## src/sv/kseq_pkg.sv

```systemverilog
// ----------------------------------------------------------------------------
// kseq_pkg
// Types and codes shared by the keyed sequence counter table.
// ----------------------------------------------------------------------------
package kseq_pkg;

  localparam int KEY_W = 64;
  localparam int CNT_W = 32;
  localparam int CMD_W = 2;
  localparam int STS_W = 2;

  // command codes
  localparam logic [CMD_W-1:0] CMD_INSERT = 2'd0;
  localparam logic [CMD_W-1:0] CMD_NEXT   = 2'd1;
  localparam logic [CMD_W-1:0] CMD_ERASE  = 2'd2;

  // status codes
  localparam logic [STS_W-1:0] ST_OK      = 2'd0;
  localparam logic [STS_W-1:0] ST_PRESENT = 2'd1;
  localparam logic [STS_W-1:0] ST_MISSING = 2'd2;
  localparam logic [STS_W-1:0] ST_FULL    = 2'd3;

  // sequencer states, one-hot
  typedef enum logic [3:0] {
    S_IDLE = 4'b0001,
    S_SCAN = 4'b0010,
    S_UPD  = 4'b0100,
    S_DONE = 4'b1000
  } state_t;

  // table write request
  typedef struct packed {
    logic                    key_en;
    logic                    cnt_en;
    logic [KEY_W-1:0]        key;
    logic signed [CNT_W-1:0] cnt;
  } tbl_wr_t;

endpackage

```

## src/sv/kseq_table.sv

```systemverilog
// ----------------------------------------------------------------------------
// kseq_table
// Key and counter storage: one write port, one registered read port.
// ----------------------------------------------------------------------------
module kseq_table #(
  parameter int ENTRIES = 16,
  parameter int IDX_W   = 4
) (
  input  logic                             clk,
  input  kseq_pkg::tbl_wr_t                wr,
  input  logic [IDX_W-1:0]                 wr_addr,
  input  logic [IDX_W-1:0]                 rd_addr,
  output logic [kseq_pkg::KEY_W-1:0]       rd_key,
  output logic signed [kseq_pkg::CNT_W-1:0] rd_count
);
  import kseq_pkg::*;

  logic [KEY_W-1:0]        mem_key   [ENTRIES];
  logic signed [CNT_W-1:0] mem_count [ENTRIES];

  // write port
  always_ff @(posedge clk) begin
    if (wr.key_en) begin
      mem_key[wr_addr] <= wr.key;
    end
    if (wr.cnt_en) begin
      mem_count[wr_addr] <= wr.cnt;
    end
  end

  // registered read port
  always_ff @(posedge clk) begin
    rd_key   <= mem_key[rd_addr];
    rd_count <= mem_count[rd_addr];
  end

endmodule

```

## src/sv/keyed_sequence_counter_table_top.sv

```systemverilog
// ----------------------------------------------------------------------------
// keyed_sequence_counter_table_top
// Associative key to sequence counter table, scanned one slot a cycle.
// ----------------------------------------------------------------------------
// A hit ends the scan early. A new request is taken only in idle, once the
// scan, update and result hand-off of the last one are through; the single
// key comparator walks the table slot by slot.
// Reset: synchronous, clears all valid bits and the handshake state; no
// clearing pass is needed.
module keyed_sequence_counter_table_top #(
  parameter int TABLE_ENTRIES = 16
) (
  input  logic         clk,
  input  logic         rst,
  input  logic         s_tvalid,
  output logic         s_tready,
  input  logic [95:0]  s_tdata,   // key[63:0], start_value[95:64]
  input  logic [1:0]   s_tuser,   // command[1:0]
  output logic         m_tvalid,
  input  logic         m_tready,
  output logic [31:0]  m_tdata,   // value[31:0]
  output logic [1:0]   m_tuser    // status[1:0]
);
  import kseq_pkg::*;

  localparam int IDX_W = (TABLE_ENTRIES > 1) ? $clog2(TABLE_ENTRIES) : 1;
  localparam logic [IDX_W-1:0] LAST_IDX = IDX_W'(TABLE_ENTRIES - 1);

  state_t                  state;
  logic [IDX_W-1:0]        idx;
  logic [IDX_W-1:0]        rd_addr;
  logic [CMD_W-1:0]        req_cmd;
  logic [KEY_W-1:0]        req_key;
  logic signed [CNT_W-1:0] req_start;
  logic                    hit;
  logic [IDX_W-1:0]        hit_idx;
  logic signed [CNT_W-1:0] hit_count;
  logic                    free_found;
  logic [IDX_W-1:0]        free_idx;
  logic [TABLE_ENTRIES-1:0] valid;
  logic [STS_W-1:0]        res_status;
  logic signed [CNT_W-1:0] res_value;
  logic [STS_W-1:0]        upd_status;
  logic signed [CNT_W-1:0] upd_value;
  logic                    out_valid;
  logic                    out_load;
  logic [STS_W-1:0]        out_status;
  logic signed [CNT_W-1:0] out_value;
  logic [KEY_W-1:0]        rd_key;
  logic signed [CNT_W-1:0] rd_count;
  logic                    key_match;
  logic                    scan_last;
  tbl_wr_t                 wr;
  logic [IDX_W-1:0]        wr_addr;

  assign s_tready = (state == S_IDLE);
  assign m_tvalid = out_valid;
  assign m_tdata  = out_value;
  assign m_tuser  = out_status;

  // shared key comparator on the slot under scan
  assign key_match = valid[idx] && (rd_key == req_key);
  assign scan_last = (idx == LAST_IDX);

  // read address runs one slot ahead of the comparator
  always_comb begin
    if (state == S_SCAN && !scan_last) begin
      rd_addr = idx + IDX_W'(1);
    end else begin
      rd_addr = '0;
    end
  end

  // outcome and table write for the finished scan
  always_comb begin
    upd_status = ST_OK;
    upd_value  = '0;
    wr.key_en  = 1'b0;
    wr.cnt_en  = 1'b0;
    wr.key     = req_key;
    wr.cnt     = req_start;
    wr_addr    = free_idx;
    if (state == S_UPD) begin
      case (req_cmd)
        CMD_INSERT: begin
          if (hit) begin
            upd_status = ST_PRESENT;
          end else if (!free_found) begin
            upd_status = ST_FULL;
          end else begin
            wr.key_en = 1'b1;
            wr.cnt_en = 1'b1;
          end
        end
        CMD_NEXT: begin
          wr_addr = hit_idx;
          wr.cnt  = hit_count + CNT_W'(1);
          if (hit) begin
            upd_value = hit_count;
            wr.cnt_en = 1'b1;
          end else begin
            upd_status = ST_MISSING;
          end
        end
        CMD_ERASE: begin
          if (!hit) begin
            upd_status = ST_MISSING;
          end
        end
        default: begin
          upd_status = ST_OK;
        end
      endcase
    end
  end

  kseq_table #(
    .ENTRIES (TABLE_ENTRIES),
    .IDX_W   (IDX_W)
  ) u_table (
    .clk      (clk),
    .wr       (wr),
    .wr_addr  (wr_addr),
    .rd_addr  (rd_addr),
    .rd_key   (rd_key),
    .rd_count (rd_count)
  );

  // result register loads once the previous result has gone
  assign out_load = (state == S_DONE) && (!out_valid || m_tready);

  always_ff @(posedge clk) begin
    if (rst) begin
      out_valid <= 1'b0;
    end else if (out_load) begin
      out_valid  <= 1'b1;
      out_status <= res_status;
      out_value  <= res_value;
    end else if (m_tready) begin
      out_valid <= 1'b0;
    end
  end

  // sequencer
  always_ff @(posedge clk) begin
    if (rst) begin
      state     <= S_IDLE;
      valid     <= '0;
    end else begin
      case (state)
        S_IDLE: begin
          if (s_tvalid) begin
            req_cmd    <= s_tuser;
            req_key    <= s_tdata[63:0];
            req_start  <= s_tdata[95:64];
            idx        <= '0;
            hit        <= 1'b0;
            free_found <= 1'b0;
            state      <= S_SCAN;
          end
        end
        S_SCAN: begin
          if (!valid[idx] && !free_found) begin
            free_found <= 1'b1;
            free_idx   <= idx;
          end
          if (key_match) begin
            hit       <= 1'b1;
            hit_idx   <= idx;
            hit_count <= rd_count;
          end
          if (key_match || scan_last) begin
            state <= S_UPD;
          end else begin
            idx <= idx + IDX_W'(1);
          end
        end
        S_UPD: begin
          if (req_cmd == CMD_INSERT && !hit && free_found) begin
            valid[free_idx] <= 1'b1;
          end
          if (req_cmd == CMD_ERASE && hit) begin
            valid[hit_idx] <= 1'b0;
          end
          res_status <= upd_status;
          res_value  <= upd_value;
          state      <= S_DONE;
        end
        S_DONE: begin
          if (out_load) begin
            state <= S_IDLE;
          end
        end
        default: begin
          state <= S_IDLE;
        end
      endcase
    end
  end

  // one request in flight at a time
  a_one_request: assert property (@(posedge clk) disable iff (rst)
    s_tvalid && s_tready |=> !s_tready)
    else $error("request taken while a scan is in flight");

  // a hit always points at a live slot
  a_hit_valid: assert property (@(posedge clk) disable iff (rst)
    (state == S_UPD) && hit |-> valid[hit_idx])
    else $error("hit on an empty slot");

  // table full is only reported when every slot is live
  a_full_real: assert property (@(posedge clk) disable iff (rst)
    (state == S_UPD) && (upd_status == ST_FULL) |-> (&valid))
    else $error("table full reported with a free slot");

  // a successful insert adds exactly one live slot
  a_insert_grows: assert property (@(posedge clk) disable iff (rst)
    (state == S_UPD) && (req_cmd == CMD_INSERT) && !hit && free_found
    |=> $countones(valid) == $past($countones(valid)) + 1)
    else $error("insert did not add one slot");

endmodule

```

## config.mk

```make
export PLATFORM = sky130hd
export DESIGN_NAME = keyed_sequence_counter_table_top
export DESIGN_NICKNAME = d
export VERILOG_FILES = /design/src/sv/kseq_pkg.sv /design/src/sv/kseq_table.sv /design/src/sv/keyed_sequence_counter_table_top.sv
export SDC_FILE = /design/constraint.sdc
export NUM_CORES = 2
export LEC_CHECK = 0
export ABC_AREA = 1
export ABC_CLOCK_PERIOD_IN_PS = 8300
export BUFFER_PORTS_ARGS = -buffer_cell sky130_fd_sc_hd__buf_2
export CORE_MARGIN = 2
export CORE_UTILIZATION = 50
export CTS_BUF_LIST = sky130_fd_sc_hd__clkbuf_4 sky130_fd_sc_hd__clkbuf_8 sky130_fd_sc_hd__clkbuf_16
export CTS_CLUSTER_DIAMETER = 60
export DETAILED_ROUTE_END_ITERATION = 12
export PLACE_DENSITY = 0.64
export SLEW_MARGIN = 20
export SYNTH_ARGS = -nofsm -noshare
export SYNTH_HDL_FRONTEND = slang
export SYNTH_SLANG_ARGS = --single-unit
```

## constraint.sdc

```tcl
create_clock -name clk -period 8.3 [get_ports clk]
set_clock_uncertainty 0.1 [all_clocks]
set_input_delay 0.415 -clock clk [delete_from_list [all_inputs] [get_ports clk]]
set_output_delay 0.415 -clock clk [all_outputs]
set_load 0.1 [all_outputs]
```

Yosys cells after proc, flatten, opt, wreduce, memory -nomap -nowiden:

Memory sizes are Yosys's and may differ from the RTL's. A register that Yosys moved wholly into a read port is not among the register bits.
Cells that the tools add are included.

* add/subtract/negate cells: 2
* $mul: 0
* div/mod/pow operators: 0
* $lt $le $gt $ge: 5
* eq/ne operators: 14
* shifts and indexed selects: 0
* muxes and demuxes: 43
* bitwise logic cells: 4
* reduce and logical (&&, ||, !) cells: 30

Operators by type and width (number)
* $eq 64x64->1: 1
* $mux 16: 4
* $mux 32: 2
* $add 32x2->32 const B: 1
* $mux 4: 8
* $and 16x16->16: 1
* $not 16->16: 1
* $or 16x16->16: 1
* $pmux 4 s4: 1
* $lt 4x5->1 const B: 3
* $mux 1: 14
* $mux 2: 6
* $reduce_and 3->1: 4
* $reduce_and 4->1: 3
* $logic_and 1x1->1: 9
* $demux 1 s4: 2
* $eq 4x4->1 const B: 2
* $ge 4x1->1 const B: 2
* $ne 2x2->1 const B: 4
* $pmux 4 s2: 1
* $pmux 1 s2: 3
* $reduce_and 2->1: 3
* $logic_not 1->1: 5
* $add 4x1->4 const B: 1
* 13 further kinds: 16

* bits in registers: 233
* bits in latches: 0
* RAM bits: 1536
* bits in read-only memories: 0
* input bits: 102
* output and inout port bits: 36
* word-level logic and storage cells: 116
* memories: 2

Memories
* u_table.mem_key: words 16, bits a word 64, read ports 1, clocked after Yosys merged registers in 1, write ports 1, RTL line kseq_table.sv:18 `logic [KEY_W-1:0] mem_key [ENTRIES];`
* u_table.mem_count: words 16, bits a word 32, read ports 1, clocked after Yosys merged registers in 1, write ports 1, RTL line kseq_table.sv:19 `logic signed [CNT_W-1:0] mem_count [ENTRIES];`

Logic depth before layout (Yosys ltp):

* depth after elaboration: 10
* depth in mapped cells: 14
* depth with buffers taken out: 12

Hierarchy:

Synthesis repeated with hierarchy kept, for this count alone.

* cells, all modules: 7384
* area total of the unflattened synthesis: 78246.3 µm²

By module, submodules not included
* kseq_table: instances 1, cells each 6336, area an instance 67657.4 µm², seq. area each 48046.1 µm²
* keyed_sequence_counter_table_top: instances 1, cells each 1048, area an instance 10588.9 µm², seq. area each 6786.5 µm²

Worst setup path before layout:

No wires, ideal clock.

* path kind: reg2reg
* from: reg state[0]
* to: reg req_cmd[0], enable pin
* setup time: 674 ps
* arrival: 9734 ps
* required time: 7526 ps
* setup slack: -2208 ps
* stages on the path, launching flop included: 5
* buffers on the path: 0
* clock period less this slack: 10508 ps
* cells stage by stage: dfxtp_1 inv_1 nor3_1 inv_1 nor3_1

* longest elaborated chain between the ends: 2

Ends and longest elaborated chain
* start, declared: RTL line keyed_sequence_counter_table_top.sv:29 `state_t state;`
* start signal, assigned: RTL line keyed_sequence_counter_table_top.sv:147 `state <= S_IDLE;`
* start signal, assigned: RTL line keyed_sequence_counter_table_top.sv:159 `state <= S_SCAN;`
* start signal, assigned: RTL line keyed_sequence_counter_table_top.sv:173 `state <= S_UPD;`
* $eq 4x1->1
* net s_tready: RTL line keyed_sequence_counter_table_top.sv:16 `output logic s_tready,`
* $reduce_and 3->1 (no line)
* end signal, assigned: RTL line keyed_sequence_counter_table_top.sv:153 `req_cmd <= s_tuser;`
* end, declared: RTL line keyed_sequence_counter_table_top.sv:32 `logic [CMD_W-1:0] req_cmd;`

The timed path passes the listed nets, and every way through them passes these cells.
A chain may end at the register's enable or synchronous reset.

Worst setup path in the final report:

* from: reg idx[0]
* to: reg u_table.rd_key[63] in the netlist's numbering, read port of u_table.mem_key

* longest elaborated chain between the ends: 4
* elaborated cells on any way between the ends: 5
* classes of those cells: add/sub: 1; eq/ne: 1; mux: 1; reduce/logical: 2

Ends and longest elaborated chain
* start, declared: RTL line keyed_sequence_counter_table_top.sv:30 `logic [IDX_W-1:0] idx;`
* start signal, assigned: RTL line keyed_sequence_counter_table_top.sv:175 `idx <= idx + IDX_W'(1);`
* branches (longest 3 deep; another with $add 4x1->4)
* $mux 4 *: RTL line keyed_sequence_counter_table_top.sv:67 `if (state == S_SCAN && !scan_last) begin`
* end, declared: RTL line kseq_table.sv:13 `output logic [kseq_pkg::KEY_W-1:0] rd_key,`

Mark *: on every way between the ends.

==> qor.yml <==
die:
  dieWidth_um: 386
  pin_count: 138
  dieArea_sq_um: 149000
  die_h_um: 386
  row_count: 140
  core-area_sq_um: 145000
  initial_core_util: 0.503
clocking:
  cts_tree: "done"
  path_clk_slew_ns: 0.06
  cts_htree_levels: 4
  numCtsBuffers: 190
  cts.sinks: 1865
  cts_buffer_depth: 3
  insertion_delay_ns: 0.83
  cts-root-buf: "clkbuf_16"
  post_cts_resize_count: 0
logic_synthesis:
  synth_nets: 5772
  synth_fa_ha_area_frac: 0.00103
  synth-edff-count: 1748
  synth.avg_cell_area_sq_um: 12.9
  yosys.area_share.simple: 0.122
  synth.distinct_cells: 44
  synth_mux_area_frac: 0.000703
  synthFlopType: "edfxtp_1"
  async_reset_ff_frac: 0
  seq_area_frac_synth: 0.751
  synth_compound_area_frac: 0.0807
  synth_seq_cells: 1865
  synth_xor_area_frac: 0.00324
  syn_area_sq_um: 73000
  synth_top_family_by_area: "simple AND/OR/NAND/NOR gates"
  syn_inst: 5664
  yosysWarnings: 0
setup_path:
  r2r-start: "idx[0]"
  cp_slowest_cell: "buf_4"
  slowest_delay_ns: 0.90
  worstPathRequired_ns: 8.95
  crit_top_cell: "nand2_1"
  crit_type: "reg2reg"
  crit_path_max_fanout: 192
  critPathCaptureType: "register"
  r2r.worst_path.cells: 13
  critPathLaunch: "idx[0]"
  worstPathCellList: "ha_1 > nand2_1 > nor2_2 > nor2_4 > nand2_8 > buf_12 > buf_4 > nand2_1 > nand2_1 > nand2_1 > o211ai_1 > nand3_1 > nand2_1"
  reg2reg_slack_ns: 3.78
  critPathArrivalTime_ns: 5.16
  start_kind: "register"
detailed_routing:
  via_per_inst: 5.63
  vias: 44646
  drt_iter0_drc: 4245
  wl_per_cell_um: 22.0
  drtPass1Iterations: 5
  ant_nets: 0
  drc_errors: 0
  wirelength_um: 174000
status:
  status: "complete, no violations"
sta:
  relSlewSlack: 0.0939
  fin_crit_ns: 4.52
  worstMarginPinSlew_ns: 1.36
  rsz0062_at_grt: "no"
  fin_crit_sh: 0.544
  slew_viol_final: 0
  setup_viol: 0
  final_hold_viol_count: 0
  max_freq_mhz: 221
  totalNegativeSetupSlack_ns: 0
finish:
  multi_input_area_sq_um: 15500
  finalNonFillerCells: 7923
  nets: 5944
  fin_area_sq_um: 83100
  fillers: 11452
  drive_gt1_frac: 0.100
  syn2layout_area_growth_pct: 13.9
  regArea_sq_um: 54800
global_routing:
  grt_pass1_wl_um: 262000
  grt_pass1_vias: 43072
  globalRouteOverflowTotal: 0
  grt_max_degree: 231
  track_usage: 0.232
  antenna_found_initial: 1
power_and_ir_drop:
  ir_drop_v: 0.000227
  leakage_nw: 29.7
  powerDensity_nw_per_um2: 266
placement:
  gp_congestion: 0.857
  dp.cells: 7459
  port_buffers: 137
  placed_cell_area_sq_um: 75500
  place.detailed.hpwl_um: 86300
min_path:
  holdPathStages: 2
  min_from: "s_tdata[26]"
  min_path_type: "in2reg"
run:
  drv_cap: 0
-- final cells by class --
| cell class | count | share of cell area |
|---|---|---|
| well taps | 1917 | 0.0289 |
| multi-input cells | 3071 | 0.186 |
| inverters | 396 | 0.0183 |
| repair buffers | 312 | 0.0284 |
| clock buffers | 250 | 0.0643 |
| diodes | 1 | 0.0000301 |
| flip-flops and latches | 1865 | 0.660 |
| clock inverters | 111 | 0.0143 |
-- cell families (layout without fill, tap and decap cells) --
group | count (synthesis) | after routing
and+or+nand+nor | 2181 | 2181
muxes | 5 | 5
other | 0 | 1
AOI/OAI and AO/OA | 852 | 852
adders and majority gates | 6 | 6
DFF | 1865 | 1865
xor gates and xnor gates | 27 | 27
buffers and inverters | 728 | 1069
-- critical path, delay by kind of cell, from the launching register on --
| family | cells | cell delay (ns) |
|---|---|---|
| buf+inv | 2 | 1.50 |
| simple gates | 9 | 1.32 |
| flops | 1 | 0.78 |
| fa+ha+maj | 1 | 0.27 |
| compound gates | 1 | 0.12 |
-- synthesized netlist by cell type, types with 11 or more instances --
library cell,number,area share
nor2_1,387,0.020
o211ai_1,193,0.020
nand4_1,11,0.00094
o221ai_1,288,0.035
o21ai_0,229,0.016
nand2_1,1297,0.067
a21oi_1,25,0.0017
buf_6,12,0.0019
edfxtp_1,1748,0.72
inv_1,389,0.020
xor2_1,26,0.0031
nor3_1,27,0.0019
o21ai_1,95,0.0065
buf_1,26,0.0013
nand3_1,438,0.030
clkbuf_1,156,0.0080
buf_2,134,0.0092
dfxtp_1,117,0.032
-- power breakdown --
part | internal, mW | total, mW | switching [mW] | leakage [nW]
clock network | 5.11 | 8.71 | 3.60 | 3.26
logic | 0.682 | 2.33 | 1.64 | 9.68
registers | 10.8 | 11.1 | 0.309 | 16.7
total | 16.6 | 22.1 | 5.55 | 29.7
-- through the flow --
step	setup WS [ns]	hold WS, ns	power, mW	utilization
final	3.78	0.197	22.1	0.572
after global routing	3.42	0.164	22.9	0.572
after CTS	3.89	0.139	22.3	0.572
after detailed placement	3.90	0.289	13.6	0.520
after global placement	3.98	0.286	13.5	0.520
after floorplan	0.787	0.286	12.8	-
-- per-layer routing --
layer / wire [um] / track usage
met4: 3590 / 0.0639
met3: 11100 / 0.0338
met2: 83500 / 0.379
met1: 76000 / 0.326
met5: 0 / 0
-- final timing paths --
check	end
max	u_table.rd_key[63]
min	req_key[26]
max reg2reg	u_table.rd_key[63]
min reg2reg	hit_count[10]
-- what timing repair did --
item	CTS	global route
hold buffers	102	0
hold endpoints to repair	110	0
buffers inserted	0	0
-- registers in the layout, indices dropped and copies added, names as in the netlist --
name	cells
state	4
m_tvalid	1
free_idx	4
idx	4
hit_count	32
res_status	2
m_tuser	2
free_found	1
valid	16
u_table.rd_count	32
m_tdata	32
hit	1
req_start	32
hit_idx	4
u_table.mem_count	512
res_value	32
u_table.rd_key	64
req_key	64
req_cmd	2
u_table.mem_key	1024
-- cells in the final DEF, fill, tap and decap left out, types with 5 or more instances in the layout --
master / Yosys / layout
a211oi_1: 6 / 6
a21oi_1: 25 / 24
buf_12: 0 / 7
buf_2: 134 / 137
buf_4: 4 / 65
bufinv_16: 0 / 17
clkbuf_16: 0 / 193
clkbuf_4: 0 / 43
clkbuf_8: 0 / 14
clkinv_1: 1 / 35
clkinv_2: 0 / 36
clkinv_8: 0 / 8
clkinvlp_4: 0 / 5
dfxtp_1: 117 / 117
dlygate4sd3_1: 0 / 102
edfxtp_1: 1748 / 1748
ha_1: 6 / 6
inv_1: 389 / 387
inv_8: 0 / 6
nand2_1: 1297 / 1297
nand3_1: 438 / 438
nand4_1: 11 / 11
nor2_1: 387 / 355
nor2_4: 1 / 35
nor3_1: 27 / 24
nor4_1: 5 / 5
o211ai_1: 193 / 193
o21ai_0: 229 / 228
o21ai_1: 95 / 95
o221ai_1: 288 / 288
xor2_1: 26 / 26
(Power assumes the default switching activity.)
